<file path="src/design/us2cal_pkg.sv">
// ----------------------------------------------------------------------------
// us2cal_pkg
// Types and constants for the seconds-to-calendar converter.
// ----------------------------------------------------------------------------
package us2cal_pkg;

    localparam int IN_W = 39;
    localparam logic signed [IN_W-1:0] SECS_LOW  = -39'sd62167219200;
    localparam logic signed [IN_W-1:0] SECS_HIGH = 39'sd253402300799;
    localparam int DAYS_1Y   = 365;
    localparam int DAYS_4Y   = 4 * DAYS_1Y + 1;
    localparam int DAYS_100Y = 25 * DAYS_4Y - 1;
    localparam int DAYS_400Y = 4 * DAYS_100Y + 1;

    typedef struct packed {
        logic [13:0] year;
        logic [3:0]  month;
        logic [4:0]  day_of_month;
        logic [4:0]  hour;
        logic [5:0]  minute;
        logic [5:0]  second;
        logic [2:0]  weekday;
        logic [8:0]  day_of_year;
    } t_cal;

    // cumulative days before each month, non-leap year
    function automatic logic [8:0] month_start(input logic [3:0] m);
        case (m)
            4'd0:    return 9'd0;
            4'd1:    return 9'd31;
            4'd2:    return 9'd59;
            4'd3:    return 9'd90;
            4'd4:    return 9'd120;
            4'd5:    return 9'd151;
            4'd6:    return 9'd181;
            4'd7:    return 9'd212;
            4'd8:    return 9'd243;
            4'd9:    return 9'd273;
            4'd10:   return 9'd304;
            4'd11:   return 9'd334;
            default: return 9'd365;
        endcase
    endfunction

endpackage

</file>
<file path="src/design/us2cal_if.sv">
// ----------------------------------------------------------------------------
// us2cal_if
// Valid/ready channel carrying one word of type T.
// ----------------------------------------------------------------------------
interface us2cal_if #(parameter type T = logic) ();
    logic valid;
    logic ready;
    T     data;
    modport source (output valid, output data, input ready);
    modport sink   (input valid, input data, output ready);
endinterface

</file>
<file path="src/design/unix_seconds_to_calendar_top.sv">
// Pipeline: 9 register stages, r1 to r9; a word accepted at one edge is offered from r9.
// One word per cycle when not stalled; a valid bit travels with the data through every stage.
// The stages advance together and hold as a block when the output stalls.
// Reset (i_rst_n low, synchronous) clears every valid bit; data regs are not reset.
// ----------------------------------------------------------------------------
// unix_seconds_to_calendar_top
// Converts signed Unix seconds to a proleptic Gregorian date and time.
// ----------------------------------------------------------------------------
module unix_seconds_to_calendar_top (
    input logic i_clk,
    input logic i_rst_n,
    us2cal_if.sink   i_in,
    us2cal_if.source o_out
);
    import us2cal_pkg::*;

    localparam int NST = 9;

    // reciprocals: floor(x / d) = (x * ceil(2^k / d)) >> k over each input range
    localparam logic [31:0] RCP_675   = 32'd3257812231;   // k = 41
    localparam logic [22:0] RCP_7     = 23'd4793491;      // k = 25
    localparam logic [21:0] RCP_400Y  = 22'd3762951;      // k = 39
    localparam logic [18:0] RCP_3600  = 19'd298262;       // k = 30
    localparam logic [12:0] RCP_60    = 13'd4370;         // k = 18
    localparam logic [15:0] RCP_1461  = 16'd45934;        // k = 26

    // day offsets of centuries 1..3 inside a 400-year cycle (century 0 is leap)
    localparam logic [17:0] CENT1 = 18'(DAYS_100Y + 1);
    localparam logic [17:0] CENT2 = 18'(2 * DAYS_100Y + 1);
    localparam logic [17:0] CENT3 = 18'(3 * DAYS_100Y + 1);

    // global stall: the pipe advances only when the output register is free
    logic adv;
    logic [NST-1:0] r_vld;
    assign adv      = !r_vld[NST-1] || o_out.ready;
    assign i_in.ready = adv;

    always_ff @(posedge i_clk) begin
        if (!i_rst_n) begin
            r_vld <= '0;
        end else if (adv) begin
            r_vld <= {r_vld[NST-2:0], i_in.valid};
        end
    end

    // ---- stage 1: saturate and shift to year-0 origin -----------------------
    logic signed [IN_W-1:0] n_s;
    logic [IN_W-1:0] r1_t;          // seconds since 0000-01-01, < 2^39
    always_comb begin
        n_s = i_in.data;
        if (n_s < SECS_LOW)  n_s = SECS_LOW;
        if (n_s > SECS_HIGH) n_s = SECS_HIGH;
    end
    always_ff @(posedge i_clk) begin
        if (adv) r1_t <= n_s - SECS_LOW;
    end

    // ---- stage 2: day number ---------------------------------------------------
    // t / 86400 = (t >> 7) / 675, exact by reciprocal over t < 2^39
    logic [63:0] day_prod;
    assign day_prod = 64'(r1_t[38:7]) * 64'(RCP_675);
    logic [21:0] r2_day;
    logic [16:0] r2_tl;             // low bits of t, enough for the remainder
    always_ff @(posedge i_clk) begin
        if (adv) begin
            r2_day <= day_prod[62:41];
            r2_tl  <= r1_t[16:0];
        end
    end

    // ---- stage 3: seconds of day, weekday and 400-year quotients ---------------
    logic [31:0] day675;
    logic [9:0]  sod_hi;
    logic [21:0] wd_x;
    logic [44:0] wd_prod;
    logic [43:0] q400_prod;
    always_comb begin
        day675    = 32'(r2_day) * 32'd675;
        sod_hi    = r2_tl[16:7] - day675[9:0];   // remainder < 675
        wd_x      = r2_day + 22'd6;
        wd_prod   = 45'(wd_x) * 45'(RCP_7);
        q400_prod = 44'(r2_day) * 44'(RCP_400Y);
    end
    logic [16:0] r3_sod;
    logic [21:0] r3_day;
    logic [18:0] r3_wq;
    logic [4:0]  r3_q400;
    always_ff @(posedge i_clk) begin
        if (adv) begin
            r3_sod  <= {sod_hi, r2_tl[6:0]};
            r3_day  <= r2_day;
            r3_wq   <= wd_prod[43:25];
            r3_q400 <= q400_prod[43:39];
        end
    end

    // ---- stage 4: hour, weekday, day within 400-year cycle ---------------------
    logic [35:0] hr_prod;
    logic [2:0]  n_wd;
    logic [21:0] r400_full;
    always_comb begin
        hr_prod   = 36'(r3_sod) * 36'(RCP_3600);
        n_wd      = r3_day[2:0] + 3'd6 - r3_wq[2:0] * 3'd7;    // result < 7, mod 8 is exact
        r400_full = r3_day - 22'(r3_q400) * 22'(DAYS_400Y);
    end
    logic [4:0]  r4_hr;
    logic [16:0] r4_sod;
    logic [2:0]  r4_wd;
    logic [17:0] r4_r400;
    logic [13:0] r4_yr;
    always_ff @(posedge i_clk) begin
        if (adv) begin
            r4_hr   <= hr_prod[34:30];
            r4_sod  <= r3_sod;
            r4_wd   <= n_wd;
            r4_r400 <= r400_full[17:0];
            r4_yr   <= 14'(r3_q400) * 14'd400;
        end
    end

    // ---- stage 5: seconds of hour, century ------------------------------------
    // first century of a 400-year cycle has one extra day
    logic [16:0] ms_full;
    logic [1:0]  c100;
    logic [17:0] cbase;
    always_comb begin
        ms_full = r4_sod - 17'(r4_hr) * 17'd3600;
        if (r4_r400 >= CENT3) begin
            c100 = 2'd3; cbase = CENT3;
        end else if (r4_r400 >= CENT2) begin
            c100 = 2'd2; cbase = CENT2;
        end else if (r4_r400 >= CENT1) begin
            c100 = 2'd1; cbase = CENT1;
        end else begin
            c100 = 2'd0; cbase = 18'd0;
        end
    end
    logic [11:0] r5_ms;
    logic [4:0]  r5_hr;
    logic [2:0]  r5_wd;
    logic [16:0] r5_n100;
    logic        r5_nl;         // non-leap century
    logic [13:0] r5_yr;
    always_ff @(posedge i_clk) begin
        if (adv) begin
            r5_ms   <= ms_full[11:0];
            r5_hr   <= r4_hr;
            r5_wd   <= r4_wd;
            r5_n100 <= 17'(r4_r400 - cbase);
            r5_nl   <= (c100 != 2'd0);
            r5_yr   <= r4_yr + 14'(c100) * 14'd100;
        end
    end

    // ---- stage 6: minute, 4-year block -----------------------------------------
    // non-leap century: first 4-year block is one day short, so shift past it
    logic [24:0] mn_prod;
    logic [16:0] x4;
    logic [32:0] c4_prod;
    always_comb begin
        mn_prod = 25'(r5_ms) * 25'(RCP_60);
        x4 = r5_n100 + ((r5_nl && r5_n100 >= 17'(DAYS_4Y - 1)) ? 17'd1 : 17'd0);
        c4_prod = 33'(x4) * 33'(RCP_1461);
    end
    logic [5:0]  r6_mn;
    logic [11:0] r6_ms;
    logic [4:0]  r6_hr;
    logic [2:0]  r6_wd;
    logic [16:0] r6_x4;
    logic [4:0]  r6_c4;
    logic        r6_nl;
    logic [13:0] r6_yr;
    always_ff @(posedge i_clk) begin
        if (adv) begin
            r6_mn <= mn_prod[23:18];
            r6_ms <= r5_ms;
            r6_hr <= r5_hr;
            r6_wd <= r5_wd;
            r6_x4 <= x4;
            r6_c4 <= c4_prod[30:26];
            r6_nl <= r5_nl;
            r6_yr <= r5_yr;
        end
    end

    // ---- stage 7: second, day within 4-year block ------------------------------
    logic [11:0] sc_full;
    logic [16:0] n4_full;
    always_comb begin
        sc_full = r6_ms - 12'(r6_mn) * 12'd60;
        n4_full = r6_x4 - 17'(r6_c4) * 17'(DAYS_4Y);
    end
    logic [4:0]  r7_hr;
    logic [5:0]  r7_mn, r7_sc;
    logic [2:0]  r7_wd;
    logic [10:0] r7_n4;
    logic        r7_nl4;        // first 4-year block of a non-leap century
    logic [13:0] r7_yr;
    always_ff @(posedge i_clk) begin
        if (adv) begin
            r7_hr  <= r6_hr; r7_mn <= r6_mn; r7_sc <= sc_full[5:0]; r7_wd <= r6_wd;
            r7_n4  <= n4_full[10:0];
            r7_nl4 <= r6_nl && r6_c4 == 5'd0;
            r7_yr  <= r6_yr + 14'(r6_c4) * 14'd4;
        end
    end

    // ---- stage 8: single years -------------------------------------------------
    // non-leap first block: 365*4 days, else 366+365*3
    logic [10:0] yoff, yb1, yb2, yb3, ybase;
    logic [1:0]  c1;
    logic        lp;
    always_comb begin
        yoff = r7_nl4 ? 11'd0 : 11'd1;
        yb1  = 11'd365 + yoff;
        yb2  = 11'd730 + yoff;
        yb3  = 11'd1095 + yoff;
        if (r7_n4 >= yb3) begin
            c1 = 2'd3; ybase = yb3;
        end else if (r7_n4 >= yb2) begin
            c1 = 2'd2; ybase = yb2;
        end else if (r7_n4 >= yb1) begin
            c1 = 2'd1; ybase = yb1;
        end else begin
            c1 = 2'd0; ybase = 11'd0;
        end
        lp = !r7_nl4 && c1 == 2'd0;
    end
    logic [13:0] r8_yr; logic [8:0] r8_n; logic r8_lp;
    logic [4:0]  r8_hr; logic [5:0] r8_mn, r8_sc; logic [2:0] r8_wd;
    always_ff @(posedge i_clk) begin
        if (adv) begin
            r8_yr <= r7_yr + 14'(c1); r8_n <= 9'(r7_n4 - ybase); r8_lp <= lp;
            r8_hr <= r7_hr; r8_mn <= r7_mn; r8_sc <= r7_sc; r8_wd <= r7_wd;
        end
    end

    // ---- stage 9: month walk (compare against start table) -------------------
    logic [3:0] mi;
    logic [8:0] mstart;
    always_comb begin
        mi = 4'd0;
        for (int k = 1; k < 12; k++) begin
            if (r8_n >= month_start(4'(k)) + ((k >= 2 && r8_lp) ? 9'd1 : 9'd0))
                mi = 4'(k);
        end
        mstart = month_start(mi) + ((mi >= 4'd2 && r8_lp) ? 9'd1 : 9'd0);
    end
    t_cal r9;
    always_ff @(posedge i_clk) begin
        if (adv) begin
            r9.year <= r8_yr; r9.month <= mi + 4'd1;
            r9.day_of_month <= 5'(r8_n - mstart) + 5'd1;
            r9.hour <= r8_hr; r9.minute <= r8_mn; r9.second <= r8_sc;
            r9.weekday <= r8_wd; r9.day_of_year <= r8_n;
        end
    end

    assign o_out.valid = r_vld[NST-1];
    assign o_out.data  = r9;

    // ---- checks ---------------------------------------------------------------
    a_hold: assert property (@(posedge i_clk) disable iff (!i_rst_n)
        o_out.valid && !o_out.ready |=> $stable(o_out.data)) else $error("out changed");
    a_month: assert property (@(posedge i_clk) disable iff (!i_rst_n)
        o_out.valid |-> o_out.data.month >= 4'd1 && o_out.data.month <= 4'd12)
        else $error("bad month");
    a_time: assert property (@(posedge i_clk) disable iff (!i_rst_n)
        o_out.valid |-> o_out.data.hour < 5'd24 && o_out.data.minute < 6'd60)
        else $error("bad time");
endmodule

</file>
<file path="src/flat_wrapper.sv">
// flat-port wrapper written by rule: the top's interface ports become plain ports
module unix_seconds_to_calendar_top_flat import us2cal_pkg::*;
  (i_clk, i_rst_n, i_in_valid, i_in_data, i_in_ready, o_out_valid, o_out_data, o_out_ready);
  us2cal_if #(.T(logic [IN_W-1:0])) i_in_i ();
  us2cal_if #(.T(t_cal)) o_out_i ();
  input logic i_clk;
  input logic i_rst_n;
  input wire logic [$bits(i_in_i.valid)-1:0] i_in_valid;
  input wire logic [$bits(i_in_i.data)-1:0] i_in_data;
  output wire logic [$bits(i_in_i.ready)-1:0] i_in_ready;
  output wire logic [$bits(o_out_i.valid)-1:0] o_out_valid;
  output wire logic [$bits(o_out_i.data)-1:0] o_out_data;
  input wire logic [$bits(o_out_i.ready)-1:0] o_out_ready;
  assign i_in_i.valid = i_in_valid;
  assign i_in_i.data = i_in_data;
  assign i_in_ready = i_in_i.ready;
  assign o_out_valid = o_out_i.valid;
  assign o_out_data = o_out_i.data;
  assign o_out_i.ready = o_out_ready;
  unix_seconds_to_calendar_top u_core (.i_clk(i_clk), .i_rst_n(i_rst_n), .i_in(i_in_i), .o_out(o_out_i));
endmodule
</file>
<file path="config.mk">
export PLATFORM = sky130hd
export DESIGN_NAME = unix_seconds_to_calendar_top_flat
export DESIGN_NICKNAME = d
export VERILOG_FILES = /design/src/design/us2cal_pkg.sv /design/src/design/us2cal_if.sv /design/src/design/unix_seconds_to_calendar_top.sv /design/src/flat_wrapper.sv
export SDC_FILE = /design/constraint.sdc
export NUM_CORES = 2
export LEC_CHECK = 0
export BUFFER_PORTS_ARGS = -buffer_cell sky130_fd_sc_hd__buf_2
export CAP_MARGIN = 20
export CORE_ASPECT_RATIO = 0.75
export CORE_MARGIN = 3
export CORE_UTILIZATION = 32
export DETAILED_ROUTE_END_ITERATION = 12
export PLACE_DENSITY = 0.48
export SETUP_SLACK_MARGIN = 0.3
export SKIP_LAST_GASP = 1
export SYNTH_ARGS = -nofsm -noshare
export SYNTH_HDL_FRONTEND = slang
export SYNTH_SLANG_ARGS = --single-unit
</file>
<file path="constraint.sdc">
create_clock -name i_clk -period 20.8 [get_ports i_clk]
set_input_delay 1.04 -clock i_clk [delete_from_list [all_inputs] [get_ports i_clk]]
set_output_delay 1.04 -clock i_clk [all_outputs]
set_load 0.005 [all_outputs]
</file>
# == After elaboration in Yosys (flattened, before gate mapping) ==
# Memory sizes are Yosys's and may differ from the RTL's.
# Index checks and enable logic that the tools add are counted.
# op_classes
n_addsub,32
mul,14
n_lt_le_gt_ge,21
muxes,29
reduce_logical,10
# ops
cell,count
$ge 9x9->1,10
$mux 39,2
$mul 32x32->63 const B,1
$mul 22x22->44 const B,1
$gt 39x39->1 const B,1
$lt 39x37->1 const B,1
$sub 39x37->39 const B,1
$add 8x9->9 const A,4
$ge 18x17->1 const B,2
$mul 17x18->34 const B,1
$mux 17,2
$ge 11x11->1,3
$mul 17x15->30 const B,1
$mul 22x23->28 const B,1
$add 9x9->9 const A,3
$mux 9,3
$mul 12x12->23 const B,1
$add 22x3->22 const B,1
$mul 22x10->10 const B,1
$add 7x9->9 const A,2
$ge 18x16->1 const B,1
$mul 5x18->18 const B,1
$sub 18x18->18,1
$add 17x1->17,1
other kinds (39),60
# totals
regBits,423
rom_bits,144
in_bits,43
word_cells,156
memories,1
# mem_list
memory,words,word_bits,read_ports,rd_ports_with_merged_regs,write_ports,line_no,text
(name not given),16,9,1,0,0,us2cal_pkg.sv:28,case (m)

# == Longest topological paths before layout ==
# depth
ltp_word,19
ltp_mapped,33

# == Worst setup path after synthesis ==
# No wires, ideal clock.
# synth_path
kind,input-to-reg
from,in o_out_ready
to,"reg u_core.r9 (netlist bit u_core.o_out.data[0]), enable pin"
setup_ns,3.340
arrival_time_ns,8.980
required_ns,17.460
setup_slack_ns,8.480
path_stages,3
n_path_buf,1
path_cell_list,nor2b_1 > clkbuf_1 > clkinv_1
# synth_between
elab_chain_cells,1
# synth_lines
element,line_no,text
start: declaration,flat_wrapper.sv:13,input wire logic [$bits(o_out_i.ready)-1:0] o_out_ready;
$logic_or 1x1->1,unix_seconds_to_calendar_top.sv:35,assign adv = !r_vld[NST-1] || o_out.ready;
net i_in_ready,flat_wrapper.sv:10,output wire logic [$bits(i_in_i.ready)-1:0] i_in_ready;
end: declaration,unix_seconds_to_calendar_top.sv:249,t_cal r9;
# The timed path passes the listed nets, and every way through them passes these cells.
# A chain may end at the register's enable or synchronous reset.

# == Final worst setup path ==
# layout_path
from,reg u_core.r1_t[19]
to,"reg u_core.r2_day[20], data pin"
# layout_between
elab_chain_cells,1
# layout_lines
element,line_no,text
start: declaration,unix_seconds_to_calendar_top.sv:48,logic [IN_W-1:0] r1_t;
start signal: assignment,unix_seconds_to_calendar_top.sv:55,if (adv) r1_t <= n_s - SECS_LOW;
$mul 32x32->63,unix_seconds_to_calendar_top.sv:61,assign day_prod = 64'(r1_t[38:7]) * 64'(RCP_675);
net u_core.day_prod[61],unix_seconds_to_calendar_top.sv:60,logic [63:0] day_prod;
end signal: assignment,unix_seconds_to_calendar_top.sv:66,r2_day <= day_prod[62:41];
end: declaration,unix_seconds_to_calendar_top.sv:62,logic [21:0] r2_day;
# The timed path passes the listed nets, and every way through them passes these cells.

==> results.md <==
- CTS buffer count: between 50 and 60
- First-pass DRT Iterations: 5
- Area share of the largest cell type after synthesis: ~28%
- Reg-to-reg setup timing slack: around 12000 ps
- Slew at the pin closest to its max-slew limit: 1072 ps
- Routed length on met3: 7.116 mm
- Fin crit period: 8453 ps
- DRC: 0
- CTS root buf: clkbuf_16
- Final setup vio count: 0
- Startpoint Class: register
- Die X: around 500 microns
- Async SR Flop Fraction: 0%
- GP Congestion: roughly 0.85
- CTS tree: done
- Largest area contributor in the netlist: ha_1
- Mapped Nets: roughly 7.3k
- Wire length per cell: 17.75 microns
- RSZ-0062 raised after global routing: false
- Setup crit end kind: register
- Total Routing Usage GR: 15.33%
- Layout cells sized above 1: 4.507%
- Final core utilization: 35.50%
- Clock sink count: ~420
- Die Area: approximately 180000 sq um
- Highest metal layer with signal wires: met4
- Worst setup margin: ~12000 ps
- First-pass GRT wire length: between 200 and 250 mm
- Vias/cell: ~4.5
- Initial antenna violation count: 3
- Register area share after synthesis: 21.66%
- Final wirelength: around 140 mm
- Area grow syn2layout: 9.295%
- Resize count post-CTS: 0
- Yosys cell types: just under 80
- Number of I/O pins: 97
- Clock transition at the registers of the reported paths: ~60 ps
- Core area: approximately 180000 sq um
- Syn avg cell area: roughly 11 sq um
- Antenna viol nets, final: 0
- Synth area leaders: ha_1 (28%), fa_1 (27%), edfxtp_1 (21%), inv_1 (9.1%), xnor2_1 (2.9%)
- Critical path required time: ~21000 ps
- Hold bufs inserted after CTS: 0
- Yosys warning count: 0
- Rel. slew slack: approximately 28%
- Starting density of the core: around a third
- WL met1: ~75 mm
- Via count: 35.05k
- Main synth FF type: edfxtp_1
- CP Max Fanout: 10
- Layout Nets: ~7.4k
- Hpwl dp: roughly 120 mm
- Post-placement setup slack: 12330 ps
- Largest net degree at the start of global routing: 79
- Synth Cell Area: between 50000 and 60000 sq um
- Vias in the first global route: 36.62k
- Post-synthesis cell count: 5179
- Clock tree buffer depth: 3
- Die Ht: 372.8 microns
- Setup Skew: a little under 50 ps
- IO buf count: 96
- Post-route non-filler standard cell count: around 7.7k
- Setup TNS: 0 ps
- CTS H-tree depth: 2
- Drt initial violations: around 1.9k
- Clock Latency Late Sink: 660 ps
- Hold WC Path Type: register to register
- F_max: ~120 MHz
- WL met2: 53.01 mm
- Status: finished clean
- Final-report hold violation count: 0
- Critical path type: register to register
- Yosys reg bits: about 420
- Final cycle utilization of the critical path: between 40 and 50%
- Setup Buffers After CTS: 0
- Max-slew violation count: 0
- Total global routing overflow: 0
- DP Cell Count: between 7k and 8k
- Cell row count: ~130
- Max-cap violations: 0
- Post-synth EDFFs: around 410
- Critical path arrival: around 9000 ps
-- cells in the final DEF (no fill, tap or decap), types with 9 or more instances in the layout --
cell / instances
buf_4: 24
xnor2_1: 191
and4_1: 9
nor3_1: 38
dfxtp_1: 9
or2_2: 20
or3_1: 11
inv_1: 1385
o211ai_1: 18
o21bai_1: 25
diode_2: 9
nand4_1: 31
clkbuf_16: 52
a21oi_1: 156
nor2b_1: 26
xor2_1: 70
fa_1: 766
a211oi_1: 14
nand2b_1: 25
clkinv_4: 10
o21ai_0: 106
nor4_1: 9
buf_2: 96
nand2_1: 113
o21a_1: 26
nor2_1: 124
and3_1: 23
a31oi_1: 17
edfxtp_1: 408
a21o_1: 81
nand3_1: 39
ha_1: 1269
and2_1: 12
a21boi_0: 18
-- path summary, 6_finish.rpt --
kind	startpoint	end	depth (start not counted)
max reg2reg	u_core.r1_t[19]	u_core.r2_day[20]	23
max	u_core.r1_t[19]	u_core.r2_day[20]	23
min	u_core.r4_wd[1]	u_core.r5_wd[1]	0
min reg2reg	u_core.r4_wd[1]	u_core.r5_wd[1]	0
-- worst max-delay path, stage by stage (launching register included) --
cell	delay, ps
edfxtp_1	730
fa_1	580
ha_1	290
inv_1	50
fa_1	520
inv_1	50
fa_1	500
inv_1	70
fa_1	470
fa_1	550
inv_1	60
fa_1	500
fa_1	500
ha_1	330
nand4_1	220
nor4_1	600
nand2_1	120
a2111oi_1	530
buf_4	260
o311ai_1	190
a21oi_1	520
a311o_1	300
a21oi_1	90
xnor2_1	140
-- logic make-up after synthesis --
| logic type | after synthesis | synth area share [%] |
|---|---|---|
| AOI/OAI and AO/OA | 552 | 6.272 |
| xor gates and xnor gates | 262 | 4.022 |
| adders and majority gates | 2035 | 54.38 |
| buffers and inverters | 1410 | 9.230 |
| DFF | 417 | 21.66 |
| muxes | 4 | 0.07411 |
| and+or+nand+nor | 499 | 4.364 |
-- area by class of cell --
type / instances / area [sq um]
Clock buffer: 60 / 1331
Multi-Input combinational cell: 3352 / 39670
Tap cell: 2362 / 2955
Timing Repair Buffer: 120 / 660.6
Sequential cell: 417 / 12430
Antenna cell: 9 / 22.52
Inverter: 1386 / 5210
Fill cell: 17770 / 114000
Clock inverter: 34 / 451.7
-- registers in the layout (all words and copies together), names as in the netlist, 9 cells and up --
register           count
u_core.r5_n100        17
u_core.r4_yr          10
u_core.r4_r400        18
u_core.r5_ms          12
u_core.r6_yr          12
u_core.r3_day         18
u_core.r8_n            9
u_core.r1_t           39
u_core.r7_yr          12
u_core.r3_sod         17
u_core.r5_yr          12
u_core.r2_tl          17
u_core.r6_x4          11
u_core.r2_day         22
u_core.r8_yr          14
u_core.r7_n4          11
u_core.r4_sod         12
u_core.o_out.data     52
u_core.r_vld           9
-- stage by stage --
step,hold WS (ps),cell area [sq um]
6_report,398.6,62730
5_1_grt,408.6,62730
4_1_cts,393.4,62710
3_5_place_dp,404.5,60930
3_3_place_gp,401.1,60930
2_1_floorplan,400.3,57400
-- per-layer routing --
layer,vias to the layer above,global-route usage [%]
met4,0,2.865
met5,-,0
met2,540,20.75
met1,17180,24.90
li1,17240,-
met3,96,2.854
-- cells in the mapped netlist, types with 7 or more instances --
library cell  instances
a2111oi_0             8
a211o_1               7
a211oi_1             14
a21boi_0             18
a21o_1               81
a21oi_1             156
a31o_2                7
a31oi_1              17
and2_1               12
and3_1               23
and4_1                9
clkbuf_1             20
dfxtp_1               9
edfxtp_1            408
fa_1                766
ha_1               1269
inv_1              1385
nand2_1             113
nand2b_1             25
nand3_1              39
nand4_1              31
nor2_1              124
nor2b_1              26
nor3_1               38
nor4_1                9
o2111ai_1             7
o211ai_1             18
o21a_1               26
o21ai_0             106
o21bai_1             25
or2_2                20
or3_1                11
xnor2_1             191
xor2_1               70
Power is left out: the tool's default activity adds up to more than one toggle a clock period on the data nets, which glitch-free logic cannot reach.
